[src/hdl/atrp_pkg.sv]
package atrp_pkg;

  // Default build options
  localparam int unsigned CORDIC_STAGES_DEF = 16;
  localparam int unsigned SAMPLE_WIDTH_DEF  = 16;

  // Fixed-point layout
  localparam int unsigned GUARD_BITS = 16;  // extra fraction bits on each sample
  localparam int unsigned HEADROOM   = 3;   // sign, CORDIC gain and sqrt(2) growth
  localparam int unsigned ZW         = 28;  // angle accumulator, Q.24 radians
  localparam int unsigned AW         = ZW - 11;  // accumulator after the Q.24 -> Q.13 shift
  localparam int unsigned ROLL_W     = 16;
  localparam int unsigned PITCH_W    = 15;
  localparam int unsigned TABLE_LEN  = 24;

  localparam int HALF_PI_Q24 = 26353589;
  localparam int GAIN_Q16    = 107922;  // round(K * 2^16), K = CORDIC gain
  localparam int ROLL_LIMIT  = 25736;
  localparam int PITCH_LIMIT = 12868;

  // atan(2^-i) in Q.24, rounded to nearest
  function automatic logic signed [ZW-1:0] atan_q24(input int unsigned i);
    case (i)
      0:       return ZW'(13176795);
      1:       return ZW'(7778716);
      2:       return ZW'(4110060);
      3:       return ZW'(2086331);
      4:       return ZW'(1047214);
      5:       return ZW'(524117);
      6:       return ZW'(262123);
      7:       return ZW'(131069);
      8:       return ZW'(65536);
      9:       return ZW'(32768);
      10:      return ZW'(16384);
      11:      return ZW'(8192);
      12:      return ZW'(4096);
      13:      return ZW'(2048);
      14:      return ZW'(1024);
      15:      return ZW'(512);
      16:      return ZW'(256);
      17:      return ZW'(128);
      18:      return ZW'(64);
      19:      return ZW'(32);
      20:      return ZW'(16);
      21:      return ZW'(8);
      22:      return ZW'(4);
      23:      return ZW'(2);
      default: return '0;
    endcase
  endfunction

  // Round Q.24 to Q.13 (floor of z + half LSB) and clamp to +-lim
  function automatic logic signed [ROLL_W-1:0] to_q13(input logic signed [ZW-1:0] z,
                                                      input int lim);
    logic signed [ZW-1:0] s;
    logic signed [AW-1:0] a;
    logic signed [AW-1:0] hi;
    s  = z + ZW'(1024);
    a  = $signed(s[ZW-1:11]);
    hi = AW'(lim);
    if (a > hi) begin
      a = hi;
    end else if (a < -hi) begin
      a = -hi;
    end
    return a[ROLL_W-1:0];
  endfunction

endpackage

[src/hdl/atrp_prep.sv]
// Entry cell: negate gy and gz, scale to guard bits, pre-rotate into the right half plane
module atrp_prep
  import atrp_pkg::*;
#(
  parameter int unsigned SAMPLE_WIDTH = SAMPLE_WIDTH_DEF,
  parameter int unsigned W            = SAMPLE_WIDTH_DEF + GUARD_BITS + HEADROOM
) (
  input  logic                           clk_i,
  input  logic                           rst_ni,
  input  logic                           valid_i,
  output logic                           ready_o,
  input  logic signed [SAMPLE_WIDTH-1:0] gx_i,
  input  logic signed [SAMPLE_WIDTH-1:0] gy_i,
  input  logic signed [SAMPLE_WIDTH-1:0] gz_i,
  output logic                           valid_o,
  input  logic                           ready_i,
  output logic signed [W-1:0]            x_o,
  output logic signed [W-1:0]            y_o,
  output logic signed [ZW-1:0]           z_o,
  output logic                           zero_o,
  output logic signed [SAMPLE_WIDTH-1:0] side_o
);

  logic                           valid_q;
  logic signed [W-1:0]            x_d, x_q, y_d, y_q, rx, ry;
  logic signed [ZW-1:0]           z_d, z_q;
  logic                           zero_d, zero_q;
  logic signed [SAMPLE_WIDTH-1:0] side_q;

  // roll operands: y = -gy, x = -gz, both with guard bits
  always_comb begin
    ry     = -(W'(gy_i) <<< GUARD_BITS);
    rx     = -(W'(gz_i) <<< GUARD_BITS);
    zero_d = (gy_i == '0) && (gz_i == '0);
    x_d    = rx;
    y_d    = ry;
    z_d    = '0;
    if (rx[W-1]) begin
      if (!ry[W-1]) begin
        x_d = ry;
        y_d = -rx;
        z_d = ZW'(HALF_PI_Q24);
      end else begin
        x_d = -ry;
        y_d = rx;
        z_d = -ZW'(HALF_PI_Q24);
      end
    end
  end

  assign ready_o = !valid_q || ready_i;

  always_ff @(posedge clk_i or negedge rst_ni) begin
    if (!rst_ni) begin
      valid_q <= 1'b0;
    end else if (ready_o) begin
      valid_q <= valid_i;
    end
  end

  always_ff @(posedge clk_i) begin
    if (valid_i && ready_o) begin
      x_q    <= x_d;
      y_q    <= y_d;
      z_q    <= z_d;
      zero_q <= zero_d;
      side_q <= gx_i;
    end
  end

  assign valid_o = valid_q;
  assign x_o     = x_q;
  assign y_o     = y_q;
  assign z_o     = z_q;
  assign zero_o  = zero_q;
  assign side_o  = side_q;

endmodule

[config.mk]
export PLATFORM = sky130hd
export DESIGN_NAME = atrp_prep
export DESIGN_NICKNAME = d
export VERILOG_FILES = /design/src/hdl/atrp_pkg.sv /design/src/hdl/atrp_prep.sv
export SDC_FILE = /design/constraint.sdc
export NUM_CORES = 1
export LEC_CHECK = 0
export BUFFER_PORTS_ARGS = -buffer_cell sky130_fd_sc_hd__buf_2
export CAP_MARGIN = 10
export CORE_ASPECT_RATIO = 0.9
export CORE_MARGIN = 2
export CORE_UTILIZATION = 53
export DETAILED_ROUTE_END_ITERATION = 10
export GPL_TIMING_DRIVEN = 0
export PLACE_DENSITY = 0.87
export SYNTH_ARGS = -nofsm -noshare
export SYNTH_HDL_FRONTEND = slang
export SYNTH_SLANG_ARGS = --single-unit
export TNS_END_PERCENT = 50
[constraint.sdc]
create_clock -name clk_i -period 3.5 [get_ports clk_i]
set_input_delay 0.35 -clock clk_i [delete_from_list [all_inputs] [get_ports clk_i]]
set_output_delay 0.35 -clock clk_i [all_outputs]
set_load 0.05 [all_outputs]
==> metrics.md, run 1 <==
| Metric | Value |
|---|---|
| Slowest stage delay, CP | 0.58 ns |
| Die ar. | 8530 µm² |
| Routed Antenna Nets | 0 |
| Slew Viols, Final | 0 |
| Area after DPL | 5054 µm² |
| Number of max-cap violations | 0 |
| Levels on crit path | 12 |
| Count of cell types in the netlist | 54 |
| Seq pwr share | 40.5% |
| CP endpoint kind | flip-flop |
| Pint | 1.336 mW |
| Cell mode on critical path | clkbuf_1 |
| Status | completed |
| Top delay family on crit path | compound AO/OA/AOI/OAI gates |
| GPL Wtd Cong | 0.9691 |
| Slowest-stage cell, CP | a2111oi_0 |
| Hold EP | side_o[4]$_DFFE_PP_ |
| Overall routing resource usage | 24.25% |
| Vias | 3,779 |
| Clock power frac | 27.5% |
| Synthesized flop and latch total | 59 |
| Combinational share of power | 32.0% |
| GRT overflow | 0 |
| Synth Instances | 438 |
| Area grow syn2layout | 26.79% |
| Pin count of the biggest net entering global routing | 42 |
| Fillers | 625 |
| Min Tclk post-route | 3.154 ns |
| Fraction of layout cells with a size suffix above 1 | 36.03% |
| Yosys top cell area share | 42.09% |
| Critical path buffers and inverters | 4 |
| Slew @ Worst Pin | 0.7662 ns |
| Post-DR wirelength/cell | 14.78 µm |
| Worst r2r src | valid_o$_DFFE_PN0N_ |
| Top FF cell, synth | edfxtp_1 |
| RSZ-0062 raised after global routing | no |
| Startpoint types | input pin |
| Post-Route WL | 10,570 µm |
| Root Driver | clkbuf_8 |
| Clock Latency Late Sink | 0.34 ns |
| CTS tree | built |
| Critical path arrival | 3.23 ns |
| NetSw | 0.7645 mW |
| Asr flop ratio synth | 1.695% |
| Total clock sinks | 59 |
| H-Tree Level Count | 3 |
| Non-filler instance count after layout | 715 |
| Req. time, crit path | 3.57 ns |
| Period utilization | 90.12% |
| Commonest cells in the netlist | 58 x buf_4, 58 x edfxtp_1, 44 x o21ai_0 |
| Starting density of the core | 54.84% |
| CTS Buffer Depth | 2 |
| Rel. slew slack | 48.53% |
| Number of core rows | 30 |
| Placed cells | 698 |
| Fmax | 317.0 MHz |
| Port Buffers | 130 |
| Synth warn | 0 |
| Num CTS Buffers | 9 |
| CP cell instances | buf_2, clkbuf_1, inv_1, ha_1, nand2b_1, clkbuf_1, a2111oi_0, o221ai_1, or2_2, o31ai_1, xor2_1, o21ai_1 |
| Worst R2R Setup Slack | 1.97 ns |
| Clk_skew | 0.007318 ns |
| Ranking of synthesized cells by area | edfxtp_1 42%, buf_4 11%, xnor2_1 5.9%, xor2_1 5.7%, o21ai_0 5.3% |
| Clock transition at the registers of the reported paths | 0.06 ns |
| Vias in the first global route | 3,371 |
| ANT cells | 0 |
| Largest area contributor in the netlist | edfxtp_1 |
| Max IR drop VDD | 0.1972 mV |
| Final nets | 670 |
| Leak Pwr | 2.264 nW |
| Die height | 87.82 µm |
| Final instance area | 5246 µm² |
| Critical setup path kind | input pin to flip-flop |
| Number of flops mapped to enable cells by yosys | 58 |
| DRT iter0 DRCs | 340 |
| Initial antenna violation count | 0 |
| Register area share after synthesis | 42.70% |
| R2R cell count | 3 |
| Hold Crit Start | gx_i[4] |
| Hold Fails Final Rpt | 0 |
| Syn_area_per_cell | 9.447 µm² |
| Worst hold stages | 1 |
| First-pass GRT wire length | 16,580 µm |
| Setup TNS | 0 ns |
| Switching portion of total power | 36.40% |
| Final Setup Violations | 0 |
| Pwr Density | 400.3 nW/µm² |
| Worst hold path type | input pin to flip-flop |
| Drt first pass iters | 6 |
| PostCTS Resize Cnt | 0 |
| # DRC | 0 |
| Detailed Place HPWL | 8281 µm |
| Crit Path Max Fanout | 10 |
| Die X | 97.14 µm |
| R2r endpoint | side_o[2]$_DFFE_PP_ |
| Synth Cell Area | 4138 µm² |
| Core area | 7545 µm² |
| I/O pin cnt | 169 |
| Vias/cell | 5.285 |
-- cell type report --
cell class | count | area, µm² | area share, %
Multi-Input combinational cell | 324 | 1942 | 37.01
Sequential cell | 59 | 1767 | 33.68
Timing Repair Buffer | 132 | 680.7 | 12.97
Buffer | 77 | 513.0 | 9.778
Clock buffer | 9 | 123.9 | 2.361
Tap cell | 96 | 120.1 | 2.290
Clock inverter | 7 | 58.81 | 1.121
Inverter | 11 | 41.29 | 0.7870
-- per-stage QoR --
| step | worst slack (ns) | total power [mW] | hold slack [ns] | utilization [%] |
|---|---|---|---|---|
| 5_1_grt | 0.1757 | 2.184 | 0.1659 | 69.54 |
| 3_5_place_dp | 0.08373 | 1.531 | 0.1279 | 66.98 |
| 4_1_cts | 0.4389 | 2.105 | 0.1754 | 69.54 |
| 6_report | 0.3459 | 2.100 | 0.1884 | 69.54 |
| 2_1_floorplan | 0.5618 | 1.381 | 0.05441 | - |
| 3_3_place_gp | 0.09892 | 1.519 | 0.1261 | 66.70 |
-- what timing repair did --
action                                 CTS  global route
endpoints found under the hold margin    1             0
setup buffers                            0             0
hold buffers                             1             0
-- cell families (layout without fill, tap and decap cells) --
group           Yosys count  after routing  synth area share (%)
simple gates            146            146                 17.87
buf+inv                  88            236                 13.40
compound gates           82             82                 12.31
flops                    59             59                 42.70
xor+xnor                 55             55                 11.64
fa+ha+maj                 4              4                 1.210
mux                       3              3                0.7862
other cells               1             34               0.09063
-- cell usage in the layout, fill, tap and decap left out, drive strengths merged, types with 2 or more instances in the layout --
cell type,n
nor3,14
a21oi,6
nor2b,4
ha,4
edfxtp,58
xnor2,28
nor4,6
a22oi,2
and2,2
nand2b,6
clkinv,6
or4,6
nand2,43
inv,10
or3,9
conb,34
mux2,2
nor2,30
a2111oi,2
nand3,7
xor2,27
o31ai,7
or2,7
o21ai,46
nand3b,2
buf,194
clkbuf,23
o22ai,2
a31oi,7
nand4,5
-- routing by layer --
metal	routed length (µm)	GRT usage, %	vias to the layer above
met5	0	0	-
met4	172	7.042	0
met3	947	5.746	27
met2	5031	41.22	222
met1	4414	31.42	1717
li1	-	-	1813
-- how the worst max path moves through the flow --
stage / to / slack (ns) / startpoint
5_1_grt: y_o[30]$_DFFE_PP_ / 0.18 / gz_i[0]
3_3_place_gp: y_o[30]$_DFFE_PP_ / 0.1 / gz_i[0]
3_5_place_dp: y_o[30]$_DFFE_PP_ / 0.08 / gz_i[0]
6_report: y_o[30]$_DFFE_PP_ / 0.35 / gz_i[0]
2_1_floorplan: side_o[0]$_DFFE_PP_ / 0.56 / valid_o$_DFFE_PN0N_
4_1_cts: y_o[30]$_DFFE_PP_ / 0.44 / gz_i[0]
-- registers in the layout, indices dropped and copies added, names as in the netlist --
signal   count
x_o         19
valid_o      1
side_o      16
z_o          3
y_o         19
zero_o       1
-- power groups by stage --
| stage | clock, mW | sequential (mW) | combinational (mW) |
|---|---|---|---|
| 2_1_floorplan | 0 | 1.03 | 0.355 |
| 3_3_place_gp | 0 | 0.867 | 0.652 |
| 3_5_place_dp | 0 | 0.866 | 0.665 |
| 4_1_cts | 0.587 | 0.851 | 0.667 |
| 5_1_grt | 0.619 | 0.855 | 0.710 |
| 6_report | 0.578 | 0.850 | 0.672 |
-- worst reg2reg max path, cell delays in order (launching register included) --
cell	delay (ns)
dfrtp_1	0.37
nand2b_1	0.11
and2_2	0.44
buf_12	0.29
Note: power is estimated with default switching activity, not from simulation.
==> run 2, diff against run 1 <==
CORE_UTILIZATION = 36   (was 53)
PLACE_DENSITY = not set   (was 0.87)
==> run 2 against run 1 <==
  * Hold slack improved by 0.012 ns
  * Combinational power fell by 0.6%
  * Utilization decreased by 21 points
  * Critical path depth fell by 1
  * Sequential share of layout area fell by 1.3 points
  * Largest power group is now the clock network
  * Die area up 45%
  * Design area up 4.0%
  * Clock-buffer cell count did not move
  * Fmax decreased by 2.5%
  * Sequential power about the same
  * Largest cell class unchanged
  * Wire length rose by 0.32%
==> metrics.md, run 2 (synthesis results as in run 1) <==
| Metric | Value |
|---|---|
| Status | completed |
| Root Driver | clkbuf_16 |
| Met1 usage | 24.47% (-7.0 points) |
| Global Route met3 Usage | 4.083% (-1.7 points) |
| Worst hold slack | 0.2006 ns (+0.01213 ns) |
| Number of core rows | 37 (+23%) |
| DRT iter0 DRCs | 265 (-22%) |
| I/O pin cnt | 169 (unchanged) |
| Die ar. | 12,370 µm² (+45%) |
| GRT overflow | 0 (unchanged) |
| Overall routing resource usage | 17.03% (-7.2 points) |
| Pwr Density | 447.6 nW/µm² (+12%) |
| Slowest stage delay, CP | 0.48 ns (-0.10 ns) |
| Startpoint types | input pin |
| Starting density of the core | 36.48% (-18 points) |
| ANT cells | 0 (unchanged) |
| Most frequent cells in the layout | 135 x buf_2, 58 x buf_4, 58 x edfxtp_1, 44 x o21ai_0, 43 x nand2_1 |
| Clock transition at the registers of the reported paths | 0.06 ns (about the same) |
| CP endpoint kind | flip-flop |
| Fraction of layout cells with a size suffix above 1 | 36.51% (+0.48 points) |
| Critical path buffers and inverters | 3 (-1) |
| Max IR drop VDD | 0.2279 mV (+16%) |
| Num CTS Buffers | 9 (unchanged) |
| GR peak layer | met2 |
| Clk_skew | 0.005426 ns (-0.001892 ns) |
| Vias | 3,572 (-5.5%) |
| Leak Pwr | 2.328 nW (+2.8%) |
| Final nets | 670 (unchanged) |
| Req. time, crit path | 3.55 ns (-0.02 ns) |
| GR Util met2 | 25.93% (-15 points) |
| Die X | 117.0 µm (+20%) |
| Drt first pass iters | 4 (-2) |
| Final instance area | 5456 µm² (+4.0%) |
| Most common cell after layout, fill and taps aside | buf_2 |
| Initial antenna violation count | 0 (unchanged) |
| Detailed Place HPWL | 8457 µm (+2.1%) |
| RSZ-0062 raised after global routing | no |
| Final Setup Violations | 0 (unchanged) |
| Port Buffers | 130 (unchanged) |
| Critical setup path kind | input pin to flip-flop |
| Worst R2R Setup Slack | 1.94 ns (-0.03 ns) |
| CP cell instances | clkbuf_1, inv_1, ha_1, clkbuf_1, or3b_2, a2111oi_0, o22ai_1, nor3_1, a31oi_1, xnor2_1, o21ai_0 |
| Core area | 11,340 µm² (+50%) |
| Hold Fails Final Rpt | 0 (unchanged) |
| Cell mode on critical path | clkbuf_1 |
| H-Tree Level Count | 3 (unchanged) |
| GPL Wtd Cong | 0.8956 (-7.6%) |
| Vias in the first global route | 3,218 (-4.5%) |
| Period utilization | 92.46% (+2.3 points) |
| Slowest-stage cell, CP | or3b_2 |
| CTS tree | built |
| Top delay family on crit path | compound AO/OA/AOI/OAI gates |
| CTS Buffer Depth | 2 (unchanged) |
| Area grow syn2layout | 31.87% |
| Critical path arrival | 3.28 ns (+0.05 ns) |
| Slew @ Worst Pin | 0.6643 ns (-0.1018 ns) |
| # DRC | 0 (unchanged) |
| Post-Route WL | 10,600 µm (+0.32%) |
| Vias/cell | 4.609 (-13%) |
| Total clock sinks | 59 (unchanged) |
| Routed Antenna Nets | 0 (unchanged) |
| Slew Viols, Final | 0 (unchanged) |
| Area after DPL | 5129 µm² (+1.5%) |
| Setup TNS | 0 ns (unchanged) |
| Min Tclk post-route | 3.236 ns (+0.08216 ns) |
| Fmax | 309.0 MHz (-2.5%) |
| Worst hold path type | input pin to flip-flop |
| Rel. slew slack | 55.37% (+6.8 points) |
| First-pass GRT wire length | 16,480 µm (-0.62%) |
| Post-DR wirelength/cell | 13.68 µm (-7.4%) |
| Die height | 105.7 µm (+20%) |
| Tot Pwr | 2.442 mW (+16%) |
| Postcts setup bufs | 0 (unchanged) |
| Crit Path Max Fanout | 10 (unchanged) |
| Number of max-cap violations | 0 (unchanged) |
| Clock Latency Late Sink | 0.32 ns (-0.02 ns) |
| Pin count of the biggest net entering global routing | 42 (unchanged) |
run 2: metal layers:
metal / wire, µm / part of all wire, %
met2: 4546 / 43
met5: 0 / 0
met1: 4996 / 47
met3: 993 / 9.4
met4: 63 / 0.59
run 2: timing repair:
action / in CTS / in global routing
endpoints found under the hold margin: 1 / 0
endpoints found under the setup margin: 0 / 3
resized for setup: 0 / 1
hold buffers: 1 / 0
run 2: worst paths after layout:
kind                                   endpoint           startpoint  cells past startpoint
max reg2reg                   y_o[30]$_DFFE_PP_  valid_o$_DFFE_PN0N_                      3
max in group asynchronous   valid_o$_DFFE_PN0N_               rst_ni                      2
min                        side_o[12]$_DFFE_PP_             gx_i[12]                      1
max                           x_o[30]$_DFFE_PP_              gy_i[0]                     11
min in group asynchronous   valid_o$_DFFE_PN0N_               rst_ni                      2
min reg2reg                 valid_o$_DFFE_PN0N_  valid_o$_DFFE_PN0N_                      2
run 2: power breakdown:
part	internal, mW	switching (mW)	total [mW]	leakage (nW)
sequential	0.837	0.0133	0.850	0.568
clock	0.620	0.303	0.923	0.156
combinational	0.181	0.487	0.668	1.60
total	1.64	0.804	2.44	2.33
run 2: layout make-up:
cell class                      instances  area, µm²
Buffer                                 77      513.0
Clock buffer                            9      225.2
Clock inverter                          7      91.34
Fill cell                            1113       5886
Inverter                               11      41.29
Multi-Input combinational cell        324       1943
Sequential cell                        59       1767
Tap cell                              156      195.2
Timing Repair Buffer                  132      680.7
run 2: through the flow:
stage | utilization, % | instances | setup slack [ns]
final | 48.11 | 775 | 0.2638
after detailed placement | 45.22 | 758 | 0.01142
after floorplan | - | 471 | 0.5618
after global routing | 48.11 | 775 | 0.04247
after global placement | 45.03 | 757 | 0.02662
after CTS | 48.10 | 775 | 0.3246
