[config.mk]
export PLATFORM = sky130hd
export DESIGN_NAME = atrp_link
export DESIGN_NICKNAME = d
export VERILOG_FILES = /design/src/hdl/atrp_pkg.sv /design/src/hdl/atrp_link.sv
export SDC_FILE = /design/constraint.sdc
export NUM_CORES = 1
export LEC_CHECK = 0
export ABC_AREA = 1
export BUFFER_PORTS_ARGS = -buffer_cell sky130_fd_sc_hd__buf_2
export CAP_MARGIN = 10
export CORE_ASPECT_RATIO = 0.8
export CORE_MARGIN = 2
export CORE_UTILIZATION = 30
export CTS_CLUSTER_DIAMETER = 60
export DETAILED_ROUTE_END_ITERATION = 7
export GPL_ROUTABILITY_DRIVEN = 0
export PLACE_DENSITY = 0.52
export SLEW_MARGIN = 25
export SYNTH_ARGS = -nofsm -noshare
export SYNTH_HDL_FRONTEND = slang
export SYNTH_SLANG_ARGS = --single-unit
export TNS_END_PERCENT = 50
[constraint.sdc]
create_clock -name clk_i -period 6.9 [get_ports clk_i]
set_input_delay 0.345 -clock clk_i [delete_from_list [all_inputs] [get_ports clk_i]]
set_output_delay 0.345 -clock clk_i [all_outputs]
set_load 0.02 [all_outputs]
[src/hdl/atrp_pkg.sv]
package atrp_pkg;

  // Default build options
  localparam int unsigned CORDIC_STAGES_DEF = 16;
  localparam int unsigned SAMPLE_WIDTH_DEF  = 16;

  // Fixed-point layout
  localparam int unsigned GUARD_BITS = 16;  // extra fraction bits on each sample
  localparam int unsigned HEADROOM   = 3;   // sign, CORDIC gain and sqrt(2) growth
  localparam int unsigned ZW         = 28;  // angle accumulator, Q.24 radians
  localparam int unsigned AW         = ZW - 11;  // accumulator after the Q.24 -> Q.13 shift
  localparam int unsigned ROLL_W     = 16;
  localparam int unsigned PITCH_W    = 15;
  localparam int unsigned TABLE_LEN  = 24;

  localparam int HALF_PI_Q24 = 26353589;
  localparam int GAIN_Q16    = 107922;  // round(K * 2^16), K = CORDIC gain
  localparam int ROLL_LIMIT  = 25736;
  localparam int PITCH_LIMIT = 12868;

  // atan(2^-i) in Q.24, rounded to nearest
  function automatic logic signed [ZW-1:0] atan_q24(input int unsigned i);
    case (i)
      0:       return ZW'(13176795);
      1:       return ZW'(7778716);
      2:       return ZW'(4110060);
      3:       return ZW'(2086331);
      4:       return ZW'(1047214);
      5:       return ZW'(524117);
      6:       return ZW'(262123);
      7:       return ZW'(131069);
      8:       return ZW'(65536);
      9:       return ZW'(32768);
      10:      return ZW'(16384);
      11:      return ZW'(8192);
      12:      return ZW'(4096);
      13:      return ZW'(2048);
      14:      return ZW'(1024);
      15:      return ZW'(512);
      16:      return ZW'(256);
      17:      return ZW'(128);
      18:      return ZW'(64);
      19:      return ZW'(32);
      20:      return ZW'(16);
      21:      return ZW'(8);
      22:      return ZW'(4);
      23:      return ZW'(2);
      default: return '0;
    endcase
  endfunction

  // Round Q.24 to Q.13 (floor of z + half LSB) and clamp to +-lim
  function automatic logic signed [ROLL_W-1:0] to_q13(input logic signed [ZW-1:0] z,
                                                      input int lim);
    logic signed [ZW-1:0] s;
    logic signed [AW-1:0] a;
    logic signed [AW-1:0] hi;
    s  = z + ZW'(1024);
    a  = $signed(s[ZW-1:11]);
    hi = AW'(lim);
    if (a > hi) begin
      a = hi;
    end else if (a < -hi) begin
      a = -hi;
    end
    return a[ROLL_W-1:0];
  endfunction

endpackage

[src/hdl/atrp_link.sv]
// Between the chains: finish roll, scale gx by the CORDIC gain, seed the pitch vector
module atrp_link
  import atrp_pkg::*;
#(
  parameter int unsigned SAMPLE_WIDTH = SAMPLE_WIDTH_DEF,
  parameter int unsigned W            = SAMPLE_WIDTH_DEF + GUARD_BITS + HEADROOM
) (
  input  logic                           clk_i,
  input  logic                           rst_ni,
  input  logic                           valid_i,
  output logic                           ready_o,
  input  logic signed [W-1:0]            mag_i,
  input  logic signed [ZW-1:0]           roll_z_i,
  input  logic                           zero_i,
  input  logic signed [SAMPLE_WIDTH-1:0] gx_i,
  output logic                           valid_o,
  input  logic                           ready_i,
  output logic signed [W-1:0]            x_o,
  output logic signed [W-1:0]            y_o,
  output logic signed [ZW-1:0]           z_o,
  output logic                           zero_o,
  output logic [ROLL_W-1:0]              side_o
);

  logic                     valid_q;
  logic signed [W-1:0]      x_q, y_q, py;
  logic                     zero_q;
  logic [ROLL_W-1:0]        roll_q;

  // magnitude is never negative, so the pitch vector needs no pre-rotation
  assign py = W'(gx_i) * W'(GAIN_Q16);

  assign ready_o = !valid_q || ready_i;

  always_ff @(posedge clk_i or negedge rst_ni) begin
    if (!rst_ni) begin
      valid_q <= 1'b0;
    end else if (ready_o) begin
      valid_q <= valid_i;
    end
  end

  always_ff @(posedge clk_i) begin
    if (valid_i && ready_o) begin
      x_q    <= mag_i;
      y_q    <= py;
      zero_q <= zero_i && (gx_i == '0);
      roll_q <= to_q13(roll_z_i, ROLL_LIMIT);
    end
  end

  assign valid_o = valid_q;
  assign x_o     = x_q;
  assign y_o     = y_q;
  assign z_o     = '0;
  assign zero_o  = zero_q;
  assign side_o  = roll_q;

endmodule

==> results of run 1 <==
## kinds of logic after synthesis
family                   Yosys count
flip-flops                        86
buffers and inverters            248
AND/OR/NAND/NOR                  265
AO/OA/AOI/OAI                     76
XOR/XNOR                          24
other                              1
adder cells (fa/ha/maj)          213
## repair_timing
item,CTS,global route
endpoints found under the hold margin,1,0
resized for setup,0,0
hold buffers,1,0
## area by class of cell
class                           count  area, µm²
Clock inverter                      6       93.8
Tap cell                          370        463
Sequential cell                    86       2580
Timing Repair Buffer              163        823
Inverter                          217        815
Clock buffer                       10        229
Multi-Input combinational cell    607       5110
Fill cell                        2942      18200
## synthesized netlist by cell type, drive strengths merged
library cell / number / area [µm²]
inv: 217 / 815
ha: 141 / 1760
nand2: 127 / 494
edfxtp: 85 / 2550
nor2: 81 / 329
fa: 72 / 1440
nand3: 35 / 188
buf: 31 / 236
a21oi: 30 / 150
o21ai: 24 / 120
xor2: 17 / 149
nand4: 13 / 81.3
xnor2: 7 / 61.3
a31oi: 6 / 37.5
nor3: 6 / 30.0
a21o: 5 / 37.5
o21bai: 5 / 37.5
o2111ai: 2 / 17.5
a211oi: 1 / 7.51
a21boi: 1 / 7.51
a221oi: 1 / 8.76
conb: 1 / 3.75
dfrtp: 1 / 25.0
nand3b: 1 / 7.51
nor4: 1 / 6.26
o211ai: 1 / 7.51
or2: 1 / 6.26
## how the worst max path moves through the flow
stage	from	end	cells after the start
after floorplan	valid_o$_DFFE_PN0N_	side_o[0]$_SDFFCE_PP0P_	1
after global placement	gx_i[14]	y_o[33]$_DFFE_PP_	20
after detailed placement	gx_i[14]	y_o[33]$_DFFE_PP_	20
after CTS	gx_i[14]	y_o[33]$_DFFE_PP_	20
after global routing	gx_i[14]	y_o[33]$_DFFE_PP_	20
final	gx_i[14]	y_o[33]$_DFFE_PP_	20
## state kept, by name (all words and copies together) (netlist names)
| register | count |
|---|---|
| x_o | 35 |
| y_o | 33 |
| side_o | 16 |
| valid_o | 1 |
| zero_o | 1 |
## worst max-delay path, delay by kind of cell
kind / cells / cell delay (ps)
AOI/OAI and AO/OA: 4 / 740
adders and majority gates: 7 / 3400
buffers and inverters: 6 / 550
and+or+nand+nor: 3 / 340
## per-stage QoR
step | cell area [µm²] | worst slack (ps)
3_3_place_gp | 9780 | 1280
5_1_grt | 10100 | 1330
6_report | 10100 | 1640
3_5_place_dp | 9780 | 1260
4_1_cts | 10100 | 1660
2_1_floorplan | 8730 | 1720
## metal layers
metal / share of wire, % / track usage [%]
met1: 56 / 22.0
met4: 0.77 / 2.51
met3: 5.1 / 3.18
met5: 0 / 0
met2: 38 / 19.5
## power breakdown
group,switching [mW],internal [mW],total (mW)
sequential,0.0199,0.809,0.829
combinational,1.91,1.08,2.99
clock,0.219,0.321,0.540
## layout by cell type (no fill, tap or decap), types with 2 or more instances in the layout
cell	count
fa_1	72
inv_6	2
a31oi_1	6
nand2_2	7
o21ai_0	16
inv_1	213
nor2_2	4
ha_1	141
xnor2_1	7
o2111ai_1	2
inv_2	4
nand3_1	34
edfxtp_1	85
a21oi_1	29
clkbuf_16	9
buf_2	161
nor2_1	75
nand2_1	120
nand4_1	13
a21o_1	5
nor2_4	2
o21ai_1	8
o21bai_1	5
bufinv_16	2
conb_1	29
nor3_1	6
xor2_1	17
==> flow_summary.yaml, run 1 <==
synth:
  ys_seq_elements: 86
  synth.area.mux_share_pct: 0
  synth-simple-area-share_pct: 13.2
  synth_top_family_by_area: "adder cells"
  syn_inst: 913
  synth_fa_ha_area_share_pct: 37.2
  synth_compound_area_share_pct: 5.01
  ys_warn_count: 0
  synth_cell_types: 34
  netlist_area_mm2: 0.00862
  avgSynthCellArea_um2: 9.44
  synth_xor_area_share_pct: 2.44
  ys_seq_area_share_pct: 29.9
hold_path:
  min_from: "mag_i[11]"
  worstHoldPathCells: 1
  hp-class: "input pin to flip-flop"
  whs_endpoint: "x_o[11]$_DFFE_PP_"
die:
  row_count: 55
  die_area_mm2: 0.0301
  ios: 201
  initial_core_util_pct: 30.5
  core_area_mm2: 0.0283
  die_y_um: 156
  die-width_um: 194
setup_path:
  critPathKind: "input pin to flip-flop"
  critPathLaunchType: "input pin"
  reg2reg_depth: 2
  cpMaxStageDelayCell: "fa_1"
  worstPathMaxFanout: 6
  critPathMaxStageDelay_ps: 560
  r2r_end: "side_o[1]$_SDFFCE_PP0P_"
  timing.reg2reg.setup_slack_ps: 4560
  r2r_start: "valid_o$_DFFE_PN0N_"
  critPathRequiredTime_ps: 7030
  crit_chain: "buf_2 > inv_1 > ha_1 > inv_1 > fa_1 > fa_1 > inv_1 > fa_1 > fa_1 > inv_1 > fa_1 > inv_1 > ha_1 > a21oi_1 > o21ai_0 > a21oi_1 > nor2_1 > nor3_1 > a21o_1 > nand2_1"
  cp_data_arrival_time_ps: 5380
  cp-end-kind: "flip-flop"
timing:
  totalNegativeSetupSlack_ps: 0
  rsz0062_at_grt: "no"
  hold_violations: 0
  final.setup_skew_ps: 12.0
  fin_crit_ps: 5260
  hold_ws_ps: 155
  min_period_over_period_pct: 76.2
  worst_slew_pin_slew_ps: 848
  fmax_ghz: 0.190
  setup_viol_count_final: 0
  final_max_slew_viol_count: 0
  relSlewSlack_pct: 43.4
cells_and_area:
  num_antenna_cells: 0
  syn_to_final_growth_pct: 17.3
  fin_util_pct: 35.7
  stdcell_count: 1459
  fin_nets: 1381
  drive_gt1_share_pct: 18.1
global_routing:
  antenna_found_initial: 0
  grt_max_degree: 67
  grt_pass1_wl_mm: 33.0
  grt_remaining_overflow: 0
  grt_pass1_vias: 6034
  track_usage_pct: 14.0
place:
  port_buffers: 161
  place_inst: 1442
  dpl.hpwl_mm: 18.0
power:
  ir_drop_uv: 275
  power_density_mw_per_mm2: 432
  p_total_mw: 4.36
  p_leak_nw: 5.21
cts:
  cts.htree.levels: 3
  cts_buffers: 9
  cts_root_buf: "clkbuf_16"
  clk_latency_ps: 350
  path_clk_slew_ps: 80
  clock_sinks: 86
  cts_tree: "yes"
  clk_path_buf_depth: 2
  cts_setup_buffers: 0
routing:
  vias: 6303
  drt_wl_total_mm: 20.9
  firstDrtPassIters: 4
  wl_per_cell_um: 14.3
  drtIter0Drc: 226
  drc_errors: 0
  detail-route-antenna-nets: 0
  via_per_inst: 4.32
run:
  drv_cap: 0
outcome:
  status: "finished clean"
No activity file was read; power rests on OpenSTA's default activity.
==> run 2, diff against run 1 <==
Settings changed: PLACE_DENSITY 0.52 to 0.53.
Clock period 6.9 ns to 4.7 ns, I/O delays scaled along.
==> run 2 against run 1 <==
Sequential share of layout area fell by 2.0 points; global-route usage rose by 0.48 points; worst hold slack got worse by 110 ps.
==> flow_summary.yaml, run 2 (synthesis gave the netlist of run 1 again) <==
routing:
  via_per_inst: 4.32
  drtIter0Drc: 248
  drt_wl_total_mm: 22.1
  firstDrtPassIters: 4
  vias: 6701
  detail-route-antenna-nets: 0
  wl_per_cell_um: 14.3
  drc_errors: 0
power:
  seq_power_share_pct: 15.8
  p_sw_mw: 3.62
  power_density_mw_per_mm2: 703
  p_sw_share_pct: 46.9
  p_leak_nw: 5.66
  p_total_mw: 7.71
  p_int_mw: 4.10
  p_clk_share_pct: 9.6
  combinationalPowerShare_pct: 74.5
  ir_drop_uv: 568
timing:
  setup_viol_count_final: 0
  final_max_slew_viol_count: 0
  relSlewSlack_pct: 51.2
  worst_slew_pin_slew_ps: 730
  final.setup_skew_ps: 17.9
  min_period_over_period_pct: 96.1
  fin_crit_ps: 4520
  rsz0062_at_grt: "yes"
  fmax_ghz: 0.221
  hold_violations: 0
cts:
  clock_sinks: 86
  cts.htree.levels: 3
  path_clk_slew_ps: 80
  cts_tree: "yes"
  cts_root_buf: "clkbuf_16"
  clk_path_buf_depth: 2
  clk_latency_ps: 360
  cts_buffers: 9
setup_path:
  critPathRequiredTime_ps: 4810
  cp-end-kind: "flip-flop"
  r2r_end: "side_o[0]$_SDFFCE_PP0P_"
  cp_data_arrival_time_ps: 4630
  reg2reg_depth: 2
  timing.reg2reg.setup_slack_ps: 2660
  critPathLaunchType: "input pin"
  worstPathMaxFanout: 3
  critPathKind: "input pin to flip-flop"
  r2r_start: "valid_o$_DFFE_PN0N_"
die:
  die-width_um: 194
  initial_core_util_pct: 30.5
  die_y_um: 156
  row_count: 55
  die_area_mm2: 0.0301
  ios: 201
  core_area_mm2: 0.0283
place:
  port_buffers: 161
  detailed_place.area_mm2: 0.0105
  dpl.hpwl_mm: 19.0
cells_and_area:
  num_antenna_cells: 0
  multi_input_area_mm2: 0.00530
  syn_to_final_growth_pct: 27.1
  layout_commonest_cell: "inv_1"
  fin_nets: 1472
  seq_area_mm2: 0.00258
  final_area_mm2: 0.0110
  n_fill_cell: 2892
  layout_common_cells: "210 x inv_1, 161 x buf_2, 136 x ha_1"
  fin_util_pct: 38.8
  largest_register_ffs: 35
  drive_gt1_share_pct: 27.5
global_routing:
  antenna_found_initial: 0
  grt_pass1_vias: 6456
  grt_pass1_wl_mm: 34.4
  grt_remaining_overflow: 0
  track_usage_pct: 14.5
  grt_max_degree: 42
hold_path:
  whs_endpoint: "x_o[34]$_DFFE_PP_"
  hp-class: "input pin to flip-flop"
  min_from: "mag_i[34]"
  worstHoldPathCells: 1
outcome:
  status: "finished clean"
run:
  drv_cap: 0
==> run 2: cell types whose count changed in the layout (fill, tap and decap cells not counted), moves of 5 or more <==
| cell | before | now |
|---|---|---|
| a21oi_2 | 0 | 7 |
| ha_1 | 141 | 136 |
| ha_4 | 0 | 5 |
| buf_4 | 1 | 92 |
| a21oi_1 | 29 | 21 |
| nor2_2 | 4 | 12 |
| nor2_1 | 75 | 67 |
==> run 2: critical path, stage by stage <==
cell	delay (ps)
buf_2	90
inv_1	60
ha_4	270
inv_1	50
fa_1	510
fa_1	550
inv_1	50
fa_1	430
fa_1	510
inv_1	50
fa_1	520
inv_1	40
ha_1	330
a21oi_2	180
inv_1	90
a31oi_2	220
o21ai_0	120
nand2_1	70
nand3_1	90
xor2_1	150
==> run 2: how the worst max path moves through the flow <==
stage	startpoint	to	slack (ps)
after global placement	gx_i[15]	y_o[30]$_DFFE_PP_	-370
after global routing	gx_i[5]	y_o[27]$_DFFE_PP_	-30
after floorplan	gx_i[14]	y_o[33]$_DFFE_PP_	-110
final	gx_i[10]	y_o[32]$_DFFE_PP_	180
after CTS	gx_i[15]	y_o[26]$_DFFE_PP_	-5
after detailed placement	gx_i[15]	y_o[33]$_DFFE_PP_	-480
==> run 2: power groups by stage <==
stage	combinational [mW]	sequential, mW	clock (mW)
after floorplan	2.96	1.42	0
after global placement	5.25	1.24	0
after detailed placement	5.24	1.24	0
after CTS	5.32	1.23	0.775
after global routing	6.40	1.23	0.799
final	5.75	1.22	0.743
==> run 2: through the flow <==
| step | worst slack [ps] | hold slack [ps] | instances | setup TNS [ps] |
|---|---|---|---|---|
| finish | 183 | 46.1 | 1550 | 0 |
| global route | -30.9 | 33.0 | 1550 | -56.4 |
| CTS | -4.61 | 35.8 | 1549 | -7.24 |
| detailed placement | -477 | 13.4 | 1532 | -5580 |
| global placement | -372 | 10.1 | 1532 | -4920 |
| floorplan | -106 | -60.6 | 941 | -154 |
==> run 2: repair_timing <==
action                                  in CTS  in global routing
gates resized for setup                      4                 40
hold endpoints to repair                     1                  0
buffers inserted                             0                  1
endpoints found under the setup margin       4                 16
pin swaps                                    0                 10
hold buffers                                 1                  0
==> run 2: cell type report <==
class / count / area share [%]
clock buffer: 10 / 2.09
clock inverter: 6 / 0.639
inverter: 217 / 7.43
multi-input combinational: 607 / 48.4
sequential: 86 / 23.5
tap: 370 / 4.22
timing repair buffer: 254 / 13.7
==> run 2: routing by layer <==
metal / track usage (%) / up-vias / wire length [µm]
met5: 0 / - / 0
met4: 2.91 / 0 / 187
met3: 3.03 / 10 / 1090
met2: 21.1 / 201 / 8880
met1: 22.0 / 3096 / 11900
li1: - / 3394 / -
==> run 3, diff against run 2 <==
Settings changed: CTS_BUF_LIST from default to sky130_fd_sc_hd__clkbuf_8.
==> run 3 against run 2 <==
Critical path depth did not move; clock-buffer cell count fell by 1; final area fell by 1.2%; critical path type unchanged; clock skew rose by 8.8 ps; via count fell by 0.37%; fmax fell by 0.46%; worst setup slack got worse by 21 ps; die area did not move; total power fell by 4.4%; register-to-register slack barely moved; global-route usage barely moved.
==> flow_summary.yaml, run 3 (synthesis gave the netlist of run 1 again) <==
setup_path:
  cpMaxStageDelayCell: "fa_1"
  cp_data_arrival_time_ps: 4650
  critPathKind: "input pin to flip-flop"
  critPathRequiredTime_ps: 4820
  crit_buf_inv: 6
  critPathLaunchType: "input pin"
  worst_path_dominant_cell_family: "adder cells"
  crit_chain: "buf_2 > inv_1 > ha_1 > fa_1 > inv_1 > ha_1 > fa_1 > fa_1 > inv_1 > fa_1 > inv_1 > ha_1 > a21oi_1 > nor2_1 > nor2_1 > o211ai_1 > nand2_1 > nand2_1 > buf_4 > xor2_1"
  cp-end-kind: "flip-flop"
  worstPathMaxFanout: 4
  critPathMaxStageDelay_ps: 550
cells_and_area:
  layout_common_cells: "212 x inv_1, 161 x buf_2, 138 x ha_1"
  syn_to_final_growth_pct: 25.6
  n_fill_cell: 2910
  seq_area_mm2: 0.00258
  stdcell_count: 1554
  largest_register_ffs: 35
  num_antenna_cells: 0
  multi_input_area_mm2: 0.00523
  fin_nets: 1476
  layout_commonest_cell: "inv_1"
  drive_gt1_share_pct: 26.4
routing:
  via_per_inst: 4.30
  firstDrtPassIters: 5
  drt_wl_total_mm: 21.9
  detail-route-antenna-nets: 0
  vias: 6676
  drc_errors: 0
  wl_per_cell_um: 14.1
  drtIter0Drc: 237
cts:
  path_clk_slew_ps: 100
  clock_sinks: 86
  clk_latency_ps: 380
  cts_buffers: 9
  cts_setup_buffers: 0
  cts_tree: "yes"
  cts.htree.levels: 3
  cts_root_buf: "clkbuf_8"
  clk_path_buf_depth: 2
power:
  p_clk_share_pct: 7.4
  seq_power_share_pct: 16.6
  combinationalPowerShare_pct: 76.0
  p_total_mw: 7.37
  p_sw_mw: 3.49
  ir_drop_uv: 558
  p_int_mw: 3.88
  power_density_mw_per_mm2: 680
  p_leak_nw: 5.62
  p_sw_share_pct: 47.4
global_routing:
  grt_max_degree: 42
  grt_remaining_overflow: 0
  grt_pass1_wl_mm: 34.4
  track_usage_pct: 14.5
  antenna_found_initial: 0
  grt_pass1_vias: 6458
timing:
  worst_slack_ps: 162
  rsz0062_at_grt: "yes"
  final_max_slew_viol_count: 0
  fmax_ghz: 0.220
  setup_viol_count_final: 0
  fin_crit_ps: 4540
  hold_violations: 0
  worst_slew_pin_slew_ps: 731
  min_period_over_period_pct: 96.5
  final.setup_skew_ps: 26.7
  relSlewSlack_pct: 51.1
die:
  die_y_um: 156
  core_area_mm2: 0.0283
  die-width_um: 194
  initial_core_util_pct: 30.5
  die_area_mm2: 0.0301
  row_count: 55
  ios: 201
run:
  drv_cap: 0
hold_path:
  hp-class: "input pin to flip-flop"
place:
  dp_slack_ps: -477
  port_buffers: 161
  place_inst: 1532
  dpl.hpwl_mm: 19.0
outcome:
  status: "finished clean"
run 3: per-stage QoR:
| step | hold WS, ps | util [%] | TNS [ps] | instance area, µm² |
|---|---|---|---|---|
| finish | 36.9 | 38.3 | 0 | 10800 |
| global route | 2.29 | 38.3 | -183 | 10800 |
| CTS | 4.96 | 37.9 | 0 | 10700 |
| floorplan | -60.6 | - | -154 | 8730 |
| global placement | 10.1 | 37.0 | -4920 | 10500 |
| detailed placement | 13.4 | 37.0 | -5580 | 10500 |
run 3: power groups by stage:
| stage | combinational (mW) | sequential [mW] | clock, mW |
|---|---|---|---|
| 6_report | 5.60 | 1.22 | 0.546 |
| 5_1_grt | 6.26 | 1.23 | 0.605 |
| 4_1_cts | 5.29 | 1.22 | 0.586 |
| 3_5_place_dp | 5.24 | 1.24 | 0 |
| 3_3_place_gp | 5.25 | 1.24 | 0 |
| 2_1_floorplan | 2.96 | 1.42 | 0 |
run 3: area by class of cell:
type | count | area share [%]
Multi-Input combinational cell | 607 | 48.3
Sequential cell | 86 | 23.8
Timing Repair Buffer | 258 | 14.3
Inverter | 217 | 7.52
Tap cell | 370 | 4.28
Clock buffer | 9 | 1.14
Clock inverter | 7 | 0.682
run 3: worst paths after layout:
kind                                startpoint                       to  slack [ps]  depth (start not counted)
max                                    gx_i[5]        y_o[20]$_DFFE_PP_         160                         20
min in group asynchronous               rst_ni      valid_o$_DFFE_PN0N_         170                          2
min reg2reg                valid_o$_DFFE_PN0N_      valid_o$_DFFE_PN0N_         600                          2
min                                  mag_i[17]        x_o[17]$_DFFE_PP_          40                          1
max reg2reg                valid_o$_DFFE_PN0N_  side_o[0]$_SDFFCE_PP0P_        2650                          2
max in group asynchronous               rst_ni      valid_o$_DFFE_PN0N_        4450                          2
run 3: metal layers:
metal  global-route usage (%)  vias up  part of all wire, %
met4                     3.02        0                 0.62
li1                         -     3395                    -
met5                        0        -                    0
met2                     21.0      200                   40
met1                     22.1     3071                   54
met3                     2.77       10                  5.1
run 3: timing repair:
action,in CTS,in global routing
pin swaps,0,5
endpoints found under the setup margin,1,16
hold buffers,6,0
resized for setup,1,28
endpoints found under the hold margin,6,0
cloned,0,0
